--- src/slfp_pkg.sv ---
// Package for the STX/length/checksum frame parser: types, codes and size constants.
// No dependencies.
`timescale 1ns / 1ps

package slfp_pkg;

  localparam int MAX_PAYLOAD = 1024;
  localparam int INDEX_REACH = 1024;
  localparam int IDX_W       = 10;
  localparam int LIM_W       = 11;
  localparam int CFG_IDX_W   = 1;
  localparam int CFG_DATA_W  = 11;

  // Cap on the length limit: payload parameter and reach of the index.
  localparam int LIMIT_CAP_I = (MAX_PAYLOAD < INDEX_REACH) ? MAX_PAYLOAD : INDEX_REACH;
  localparam logic [LIM_W-1:0] LIMIT_CAP = LIM_W'(LIMIT_CAP_I);

  localparam logic [15:0] CNT_MAX = 16'hffff;

  localparam logic [7:0]       START_RST  = 8'h02;
  localparam logic [LIM_W-1:0] MAXLEN_RST = LIM_W'(1024);

  typedef enum logic [CFG_IDX_W-1:0] {
    CFG_START_BYTE = 1'b0,
    CFG_MAX_LENGTH = 1'b1
  } cfg_idx_t;

  typedef enum logic [2:0] {
    PH_IDLE    = 3'd0,
    PH_LEN_HI  = 3'd1,
    PH_LEN_LO  = 3'd2,
    PH_PAYLOAD = 3'd3,
    PH_SUM_HI  = 3'd4,
    PH_SUM_LO  = 3'd5
  } phase_t;

  typedef enum logic [1:0] {
    ST_OK       = 2'd0,
    ST_COMPLETE = 2'd1,
    ST_SUM_ERR  = 2'd2,
    ST_LEN_ERR  = 2'd3
  } status_t;

  typedef struct packed {
    logic [7:0]       start_byte;
    logic [LIM_W-1:0] max_length;
  } cfg_t;

  typedef struct packed {
    status_t          status;
    logic             data_valid;
    logic [7:0]       data_byte;
    logic [IDX_W-1:0] data_index;
    logic [15:0]      frame_length;
    logic [15:0]      good_frames;
    logic [15:0]      bad_frames;
  } res_t;

endpackage

--- src/stx_length_sum_frame_parser_core.sv ---
// Top level of the STX/length/payload/checksum frame parser.
// Depends on slfp_pkg and slfp_parse.
`timescale 1ns / 1ps

//  channel | ports                          | direction
//  --------+--------------------------------+-----------------------------
//  in      | in_valid, in_stall, in_rx_byte | one received byte per word
//  out     | out_valid, out_stall, out_*    | one status word per byte
//  cfg     | cfg_we, cfg_index, cfg_data    | register writes, no read-back
//
//  One word per cycle sustained while out_stall is low; an accepted byte is held in
//  the input register, then its result is held in the result register behind out_valid.
//  The input register and the result register form a two-stage pipe: a word
//  moves into the result register as the parser state updates in the same edge.
//  An output stall holds the result and backs up into in_stall only when the
//  input register is also full.
//  Reset (rst_n low, synchronous) empties both stages, clears the parser and
//  restores start_byte = 2 and max_length = 1024.

module stx_length_sum_frame_parser_core (
  input  logic                                clk,
  input  logic                                rst_n,
  input  logic                                in_valid,
  output logic                                in_stall,
  input  logic [7:0]                          in_rx_byte,
  output logic                                out_valid,
  input  logic                                out_stall,
  output logic [1:0]                          out_status,
  output logic                                out_data_valid,
  output logic [7:0]                          out_data_byte,
  output logic [slfp_pkg::IDX_W-1:0]          out_data_index,
  output logic [15:0]                         out_frame_length,
  output logic [15:0]                         out_good_frames,
  output logic [15:0]                         out_bad_frames,
  input  logic                                cfg_we,
  input  logic [slfp_pkg::CFG_IDX_W-1:0]      cfg_index,
  input  logic [slfp_pkg::CFG_DATA_W-1:0]     cfg_data
);

  slfp_pkg::cfg_t cfg_r;
  logic           s1_valid_r, s1_valid_nxt;
  logic [7:0]     s1_byte_r;
  logic           out_valid_r, out_valid_nxt;
  slfp_pkg::res_t res_r;
  slfp_pkg::res_t step_res;
  logic           advance;
  logic           in_take;

  // Stage 1 moves on whenever the result register is free or being drained.
  assign advance  = s1_valid_r && !(out_valid_r && out_stall);
  assign in_stall = s1_valid_r && !advance;
  assign in_take  = in_valid && !in_stall;

  assign s1_valid_nxt  = in_take || (s1_valid_r && !advance);
  assign out_valid_nxt = advance || (out_valid_r && out_stall);

  // Config registers
  always_ff @(posedge clk) begin
    if (!rst_n) begin
      cfg_r.start_byte <= slfp_pkg::START_RST;
      cfg_r.max_length <= slfp_pkg::MAXLEN_RST;
    end else if (cfg_we) begin
      unique case (slfp_pkg::cfg_idx_t'(cfg_index))
        slfp_pkg::CFG_START_BYTE: cfg_r.start_byte <= cfg_data[7:0];
        slfp_pkg::CFG_MAX_LENGTH: cfg_r.max_length <= cfg_data[slfp_pkg::LIM_W-1:0];
      endcase
    end
  end

  slfp_parse u_parse (
    .clk     (clk),
    .rst_n   (rst_n),
    .step_en (advance),
    .rx_byte (s1_byte_r),
    .cfg     (cfg_r),
    .res     (step_res)
  );

  // Pipe valids
  always_ff @(posedge clk) begin
    if (!rst_n) begin
      s1_valid_r  <= 1'b0;
      out_valid_r <= 1'b0;
    end else begin
      s1_valid_r  <= s1_valid_nxt;
      out_valid_r <= out_valid_nxt;
    end
  end

  // Payload registers
  always_ff @(posedge clk) begin
    if (in_take)
      s1_byte_r <= in_rx_byte;
    if (advance)
      res_r <= step_res;
  end

  assign out_valid        = out_valid_r;
  assign out_status       = res_r.status;
  assign out_data_valid   = res_r.data_valid;
  assign out_data_byte    = res_r.data_byte;
  assign out_data_index   = res_r.data_index;
  assign out_frame_length = res_r.frame_length;
  assign out_good_frames  = res_r.good_frames;
  assign out_bad_frames   = res_r.bad_frames;

endmodule

--- src/slfp_parse.sv ---
// Deframing state machine with length, checksum and frame counters.
// Depends on slfp_pkg.
`timescale 1ns / 1ps

module slfp_parse (
  input  logic                clk,
  input  logic                rst_n,
  input  logic                step_en,
  input  logic [7:0]          rx_byte,
  input  slfp_pkg::cfg_t      cfg,
  output slfp_pkg::res_t      res
);

  slfp_pkg::phase_t              phase_r, phase_nxt;
  logic [7:0]                    len_hi_r, len_hi_nxt;
  logic [15:0]                   len_r, len_nxt;
  logic [slfp_pkg::IDX_W-1:0]    pos_r, pos_nxt;
  logic [15:0]                   sum_r, sum_nxt;
  logic [7:0]                    sum_hi_r, sum_hi_nxt;
  logic [15:0]                   good_r, good_nxt;
  logic [15:0]                   bad_r, bad_nxt;

  logic [slfp_pkg::LIM_W-1:0]    limit;
  logic [15:0]                   len_rx;
  logic [15:0]                   sum_add;
  logic [slfp_pkg::IDX_W:0]      pos_inc;
  logic                          last_payload;
  logic                          sum_bad;
  logic                          is_start;

  assign limit   = (cfg.max_length > slfp_pkg::LIMIT_CAP) ? slfp_pkg::LIMIT_CAP
                                                          : cfg.max_length;
  assign len_rx  = {len_hi_r, rx_byte};
  assign sum_add = 16'(sum_r + {8'h00, rx_byte});
  assign pos_inc = {1'b0, pos_r} + (slfp_pkg::IDX_W+1)'(1);
  assign last_payload = {5'd0, pos_inc} >= len_r;
  assign sum_bad  = sum_r != {sum_hi_r, rx_byte};
  assign is_start = rx_byte == cfg.start_byte;

  // Next phase
  always_comb begin
    phase_nxt = phase_r;
    if (step_en) begin
      unique case (phase_r)
        slfp_pkg::PH_LEN_HI: phase_nxt = slfp_pkg::PH_LEN_LO;
        slfp_pkg::PH_LEN_LO: begin
          if (len_rx == 16'd0)
            phase_nxt = slfp_pkg::PH_SUM_HI;
          else if (len_rx > {5'd0, limit})
            phase_nxt = slfp_pkg::PH_IDLE;
          else
            phase_nxt = slfp_pkg::PH_PAYLOAD;
        end
        slfp_pkg::PH_PAYLOAD:
          phase_nxt = last_payload ? slfp_pkg::PH_SUM_HI : slfp_pkg::PH_PAYLOAD;
        slfp_pkg::PH_SUM_HI: phase_nxt = slfp_pkg::PH_SUM_LO;
        slfp_pkg::PH_SUM_LO:
          phase_nxt = (sum_bad && is_start) ? slfp_pkg::PH_LEN_HI : slfp_pkg::PH_IDLE;
        default:
          phase_nxt = is_start ? slfp_pkg::PH_LEN_HI : slfp_pkg::PH_IDLE;
      endcase
    end
  end

  // Datapath and result
  always_comb begin
    len_hi_nxt = len_hi_r;
    len_nxt    = len_r;
    pos_nxt    = pos_r;
    sum_nxt    = sum_r;
    sum_hi_nxt = sum_hi_r;
    good_nxt   = good_r;
    bad_nxt    = bad_r;
    res.status     = slfp_pkg::ST_OK;
    res.data_valid = 1'b0;
    res.data_byte  = 8'h00;
    res.data_index = '0;
    unique case (phase_r)
      slfp_pkg::PH_LEN_HI: begin
        len_hi_nxt = rx_byte;
        sum_nxt    = sum_add;
      end
      slfp_pkg::PH_LEN_LO: begin
        sum_nxt = sum_add;
        len_nxt = len_rx;
        pos_nxt = '0;
        if (len_rx != 16'd0 && len_rx > {5'd0, limit}) begin
          res.status = slfp_pkg::ST_LEN_ERR;
          bad_nxt    = (bad_r == slfp_pkg::CNT_MAX) ? bad_r : bad_r + 16'd1;
        end
      end
      slfp_pkg::PH_PAYLOAD: begin
        sum_nxt        = sum_add;
        res.data_valid = 1'b1;
        res.data_byte  = rx_byte;
        res.data_index = pos_r;
        if (!last_payload)
          pos_nxt = pos_inc[slfp_pkg::IDX_W-1:0];
      end
      slfp_pkg::PH_SUM_HI: sum_hi_nxt = rx_byte;
      slfp_pkg::PH_SUM_LO: begin
        if (sum_bad) begin
          res.status = slfp_pkg::ST_SUM_ERR;
          bad_nxt    = (bad_r == slfp_pkg::CNT_MAX) ? bad_r : bad_r + 16'd1;
          // final byte doubles as the start of the next frame
          if (is_start) begin
            len_nxt = 16'd0;
            sum_nxt = 16'd0;
            pos_nxt = '0;
          end
        end else begin
          res.status = slfp_pkg::ST_COMPLETE;
          good_nxt   = (good_r == slfp_pkg::CNT_MAX) ? good_r : good_r + 16'd1;
        end
      end
      default: begin
        if (is_start) begin
          sum_nxt = 16'd0;
          pos_nxt = '0;
        end
      end
    endcase
    res.frame_length = len_nxt;
    res.good_frames  = good_nxt;
    res.bad_frames   = bad_nxt;
  end

  always_ff @(posedge clk) begin
    if (!rst_n) begin
      phase_r  <= slfp_pkg::PH_IDLE;
      len_hi_r <= 8'h00;
      len_r    <= 16'd0;
      pos_r    <= '0;
      sum_r    <= 16'd0;
      sum_hi_r <= 8'h00;
      good_r   <= 16'd0;
      bad_r    <= 16'd0;
    end else begin
      phase_r <= phase_nxt;
      if (step_en) begin
        len_hi_r <= len_hi_nxt;
        len_r    <= len_nxt;
        pos_r    <= pos_nxt;
        sum_r    <= sum_nxt;
        sum_hi_r <= sum_hi_nxt;
        good_r   <= good_nxt;
        bad_r    <= bad_nxt;
      end
    end
  end

endmodule

--- config.mk ---
export PLATFORM = sky130hd
export DESIGN_NAME = stx_length_sum_frame_parser_core
export DESIGN_NICKNAME = d
export VERILOG_FILES = /design/src/slfp_pkg.sv /design/src/stx_length_sum_frame_parser_core.sv /design/src/slfp_parse.sv
export SDC_FILE = /design/constraint.sdc
export NUM_CORES = 1
export LEC_CHECK = 0
export BUFFER_PORTS_ARGS = -buffer_cell sky130_fd_sc_hd__buf_2
export CORE_MARGIN = 5
export CORE_UTILIZATION = 33
export DETAILED_ROUTE_END_ITERATION = 8
export SLEW_MARGIN = 30
export SYNTH_ARGS = -nofsm -noshare
export SYNTH_HDL_FRONTEND = slang
export SYNTH_SLANG_ARGS = --single-unit
--- constraint.sdc ---
create_clock -name clk -period 9.12 [get_ports clk]
set_input_delay 1.824 -clock clk [delete_from_list [all_inputs] [get_ports clk]]
set_output_delay 1.824 -clock clk [all_outputs]
set_load 0.01 [all_outputs]
## Word-level counts from Yosys, hierarchy flattened

Cells that the tools add are included.

- Word-level logic and storage cells: 90
- Bits of input ports: 25
- Register bits after elaboration: 191
- Output and inout bits: 71

- Eq/ne operators: 11
- Add/sub/neg operators: 4
- Bitwise gates (word level): 3
- Magnitude comparators: 3
- Multiplexer cells: 28
- Reduce and logical (&&, ||, !) cells: 21

Operator list:

| cell | count |
|---|---|
| 16-bit 2-to-1 mux | 10 |
| 16-bit one-hot mux with 2 select lines | 2 |
| 16-bit one-hot mux with 3 select lines | 1 |
| 10-bit one-hot mux with 4 select lines | 1 |
| 16-bit by 1-bit adder with 16-bit output, second input constant | 2 |
| 16-bit equality test, second input constant | 2 |
| 10-bit 2-to-1 mux | 3 |
| 19-bit 2-to-1 mux | 1 |
| 16-bit by 8-bit adder with 16-bit output | 1 |
| 11-bit by 16-bit greater-or-equal comparator with 1-bit output | 1 |
| 16-bit by 11-bit greater-than comparator with 1-bit output | 1 |
| 16-bit zero test | 1 |
| 16-bit inequality test | 1 |
| 16-bit nonzero test | 1 |
| 3-bit one-hot mux with 5 select lines | 1 |
| 10-bit by 1-bit adder with 11-bit output, second input constant | 1 |
| 11-bit greater-than comparator, second input constant | 1 |
| 11-bit 2-to-1 mux | 1 |
| 8-bit equality test | 1 |
| 2-bit AND reduction | 4 |
| 3-bit by 2-bit equality test with 1-bit output, second input constant | 2 |
| 3-bit equality test, second input constant | 2 |
| 1-bit logical AND | 6 |
| 2-bit 2-to-1 mux | 3 |
| other kinds (13) | 20 |

## Logic depth before layout (Yosys ltp)

- Word-level depth: 8
- Depth in mapped cells: 15
- Gate-level depth less buffers: 14

## Cells and area by module

From an unflattened synthesis, not the netlist that was laid out.

- Cells, all modules: 938
- Area, all modules: 9359.0 um2

Modules (own cells, without submodules):

| module | cells an instance | seq. area each (um2) | area an instance (um2) | times used |
|---|---|---|---|---|
| slfp_parse | 776 | 1861.8 | 6223.5 | 1 |
| stx_length_sum_frame_parser_core | 162 | 2732.6 | 3135.5 | 1 |

## Worst setup path after synthesis

No wires, ideal clock.

- Kind: input to register
- Start point: input port out_stall
- End point: register res_r, in the netlist out_bad_frames[0] (enable)
- Slack: 3925 ps
- Buffers on the path: 3
- Arrival time: 4735 ps
- Stages: 6
- Required time: 8660 ps
- Setup time: 460 ps
- Path through: nand2_1 > nand2_1 > inv_1 > clkbuf_1 > clkbuf_1 > clkbuf_1

- Longest elaborated chain between the ends: 3

RTL lines:

| item | line | RTL |
|---|---|---|
| from (decl) | stx_length_sum_frame_parser_core.sv:27 | `input logic out_stall,` |
| 1-bit logical AND | stx_length_sum_frame_parser_core.sv:50 | `assign advance = s1_valid_r && !(out_valid_r && out_stall);` |
| 1-bit zero test | stx_length_sum_frame_parser_core.sv:50 |  |
| 1-bit logical AND | stx_length_sum_frame_parser_core.sv:50 |  |
| net advance | stx_length_sum_frame_parser_core.sv:46 | `logic advance;` |
| to (signal assigned) | stx_length_sum_frame_parser_core.sv:95 | `res_r <= step_res;` |
| to (decl) | stx_length_sum_frame_parser_core.sv:44 | `slfp_pkg::res_t res_r;` |

The timed path passes the listed nets, and every way through them passes these cells.
A chain may end at the register's enable or synchronous reset.

## Worst setup path after layout

- Start point: input port out_stall
- End point: register u_parse.pos_r[2] (netlist name)

- Longest elaborated chain between the ends: 4

RTL lines:

| item | line | RTL |
|---|---|---|
| 1-bit logical AND | stx_length_sum_frame_parser_core.sv:50 |  |
| 1-bit zero test | stx_length_sum_frame_parser_core.sv:50 |  |
| 1-bit logical AND | stx_length_sum_frame_parser_core.sv:50 |  |
| 4-bit AND reduction (no source line) | -- |  |
| to (signal assigned) | slfp_parse.sv:143 | `pos_r <= pos_nxt;` |
| to (decl) | slfp_parse.sv:17 | `logic [slfp_pkg::IDX_W-1:0] pos_r, pos_nxt;` |

Every way passes these cells.

==> impl_metrics.tcl <==
set metrics [dict create \
    worstHoldStart "cfg_r[5]" \
    path_clk_slew_ns 0.07 \
    n_antenna_cell 0 \
    num_rows 61 \
    cp_top_family "buffers and inverters" \
    combPwrFrac 0.048 \
    worstReg2RegStart "s1_byte_r[4]" \
    grt_max_degree 54 \
    setup_viol 0 \
    cp.arrival_ns 5.03 \
    synth_edf_count 77 \
    post_cts_resized 0 \
    peakVddDrop_uv 81.6 \
    drv_slew 0 \
    drcViolationCount 0 \
    cts-root-buf "clkbuf_16" \
    gp_congestion 0.827 \
    ys_async_sr_fraction 0 \
    hold_viol 0 \
    syn_area_per_cell_um2 9.90 \
    swShare 0.234 \
    clkPwrFrac 0.427 \
    clk_path_buf_depth 2 \
    whs_ns 0.457 \
    syn2layout_area_growth_pct 15.3 \
    leakage_nw 4.06 \
    vias 6916 \
    path_buf_inv 4 \
    routedWlPerCell_um 15.4 \
    fillers 2797 \
    critPathLaunch "out_stall" \
    seq_power_share 0.525 \
    drt_pre_antenna_iters 5 \
    dp_slack_ns 4.02 \
    worst_pin_slew_ns 0.876 \
    stdcell_count 1393 \
    post-route-util 0.383 \
    hold_class "reg -> reg" \
    skew_ns 0.0168 \
    crit_type "in -> reg" \
    finalCritPeriodShare 0.515 \
    fin_crit_ns 4.70 \
    setup_tns_ns 0 \
    path_cells "buf_2 -> nand2_1 -> nand2_1 -> buf_4 -> clkinv_2 -> buf_4 -> o21ai_0 -> nand4bb_1 -> o21bai_1 -> a21o_1" \
    ctsHoldBuffers 0 \
    drv_cap 0 \
    critical_path_peak_fanout 53 \
    synth-seq-cells 191 \
    numCtsBuffers 17 \
    grt_overflow_total 0 \
    synthTopCellsByArea "edfxtp_1 25%, dfxtp_1 25%, nand2_1 5.0%, ha_1 4.5%, a21oi_1 3.4%" \
    required_ns 9.45 \
    layout_common_cells "123 x nand2_1, 114 x dfxtp_1, 95 x buf_2, 77 x edfxtp_1, 74 x nor2_1" \
    h-tree-depth 4 \
    worst_path_max_delay_cell "clkinv_2" \
    first_global_vias 6667 \
    port_buffers 95 \
    place_hpwl_um 14800 \
    layout_commonest_cell "nand2_1" \
    ioPinCount 96 \
    p_int_mw 1.34 \
    die_w_um 177 \
    post_cts_buffers 0 \
    drtIter0Drc 493 \
    grtUsageTotal 0.138 \
    synth_ff_type "dfxtp_1" \
    cts_tree "yes" \
    drive_above_1_share 0.155 \
    syn-cell-area_mm2 0.00919 \
    yosysSeqAreaShare 0.500 \
    clock.fmax_ghz 0.213 \
    synth_top_cell_area_share 0.252 \
    nets 1061 \
    rsz0062_at_grt "false" \
    initial_core_util 0.332 \
    antenna_found_initial 0 \
    postRouteAntennaNets 0 \
    numClockSinks 191 \
    pwr_density_cell_mw_per_mm2 166 \
    viasPerCell 4.96 \
    status "completed" \
    layout_setup_ws_ns 4.42 \
    start_kind "primary input" \
    end_kind "flop" \
    core_area_mm2 0.0276 \
    grt_pass1_wl_um 34900 \
    power_switching_mw 0.411 \
    worstSkewPairLatency_ns 0.44 \
    syn_nets 987 \
    dp_cells 1361 \
    wirelength_um 21400 \
    synth_area_leader_cell "edfxtp_1" \
    synthDistinctLibCells 72 \
    synth_warnings 0 \
    maxSlewHeadroom 0.415 \
    dieArea_mm2 0.0313 \
    critPathMaxStageDelay_ns 0.84 \
    synth_cells 928 \
    die_h_um 177 \
]
-- metal layers --
| metal | routed length [um] | GRT usage | vias up |
|---|---|---|---|
| met5 | 0 | 0 | - |
| met4 | 249 | 0.0342 | 0 |
| met3 | 1010 | 0.0261 | 19 |
| met2 | 9550 | 0.217 | 170 |
| met1 | 10600 | 0.197 | 3226 |
| li1 | - | - | 3501 |
-- Yosys cell counts, drive strengths merged, types with 2 or more instances --
cell type    n
nand2      123
dfxtp      114
edfxtp      77
nor2        75
a21oi       63
xnor2       37
clkbuf      34
ha          33
xor2        32
nand3       29
inv         23
and2        21
o21ai       21
nand4       20
nor3        19
mux2i       18
a22o        15
nand2b      15
nor4        15
a31oi       14
a21o        10
buf         10
or4         10
and3         9
o31ai        8
or3          7
a22oi        6
a32o         6
and4         6
nor2b        6
a211oi       4
nor3b        4
o211ai       4
o21a         4
a2111oi      3
a21boi       3
o21bai       3
a211o        2
a311oi       2
mux2         2
nor4b        2
o31a         2
or2          2
-- power groups by stage --
stage	clock network [mW]	logic, mW	registers, mW
final	0.749	0.0841	0.922
after global routing	0.802	0.0940	0.924
after CTS	0.766	0.0853	0.922
after detailed placement	0	0.0850	0.942
after global placement	0	0.0839	0.941
after floorplan	0	0.0446	0.944
-- cell families (layout without fill, tap and decap cells) --
family,count (synthesis),in the layout,share of synthesized area
XOR/XNOR,69,69,0.0666
adder cells (fa/ha/maj),34,34,0.0471
buffers and inverters,68,155,0.0302
flip-flops,191,191,0.500
AND/OR/NAND/NOR,365,365,0.202
AO/OA/AOI/OAI,181,181,0.131
multiplexers,20,20,0.0221
-- registers in the layout, indices dropped and copies added (netlist names) --
name	count
out_frame_length	16
out_status	2
u_parse.sum_r	16
out_data_byte	8
u_parse.sum_hi_r	8
u_parse.phase_r	3
out_data_valid	1
u_parse.len_r	16
out_data_index	10
out_valid	1
u_parse.len_hi_r	8
u_parse.bad_r	16
out_good_frames	16
s1_byte_r	8
cfg_r	19
u_parse.pos_r	10
s1_valid_r	1
u_parse.good_r	16
out_bad_frames	16
-- path summary, 6_finish.rpt --
| check | endpoint | slack, ns | depth (start not counted) |
|---|---|---|---|
| setup / recovery | u_parse.pos_r[2] | 4.42 | 10 |
| hold / removal | cfg_r[5] | 0.46 | 2 |
| setup reg to reg | out_bad_frames[10] | 5.09 | 10 |
| hold reg to reg | cfg_r[5] | 0.46 | 2 |
-- per-stage QoR --
step	power [mW]	instance area, um2
4_1_cts	1.77	10600
5_1_grt	1.82	10600
6_report	1.76	10600
3_3_place_gp	1.03	9980
2_1_floorplan	0.988	9190
3_5_place_dp	1.03	10000
-- final cells by class --
type,instances,area (um2),share of cell area
Multi-Input combinational cell,669,4340,0.410
Timing Repair Buffer,99,505,0.0477
Clock buffer,18,429,0.0405
Clock inverter,14,155,0.0147
Sequential cell,191,4590,0.434
Tap cell,378,473,0.0447
Inverter,24,91.3,0.00862
-- tightest hold or removal path: cells and delay by family, from the launching register on --
family / cells / cell delay (ns)
flip-flops: 1 / 0.31
AND/OR/NAND/NOR: 1 / 0.05
AO/OA/AOI/OAI: 1 / 0.05
Power figures use the tool's default switching activity.
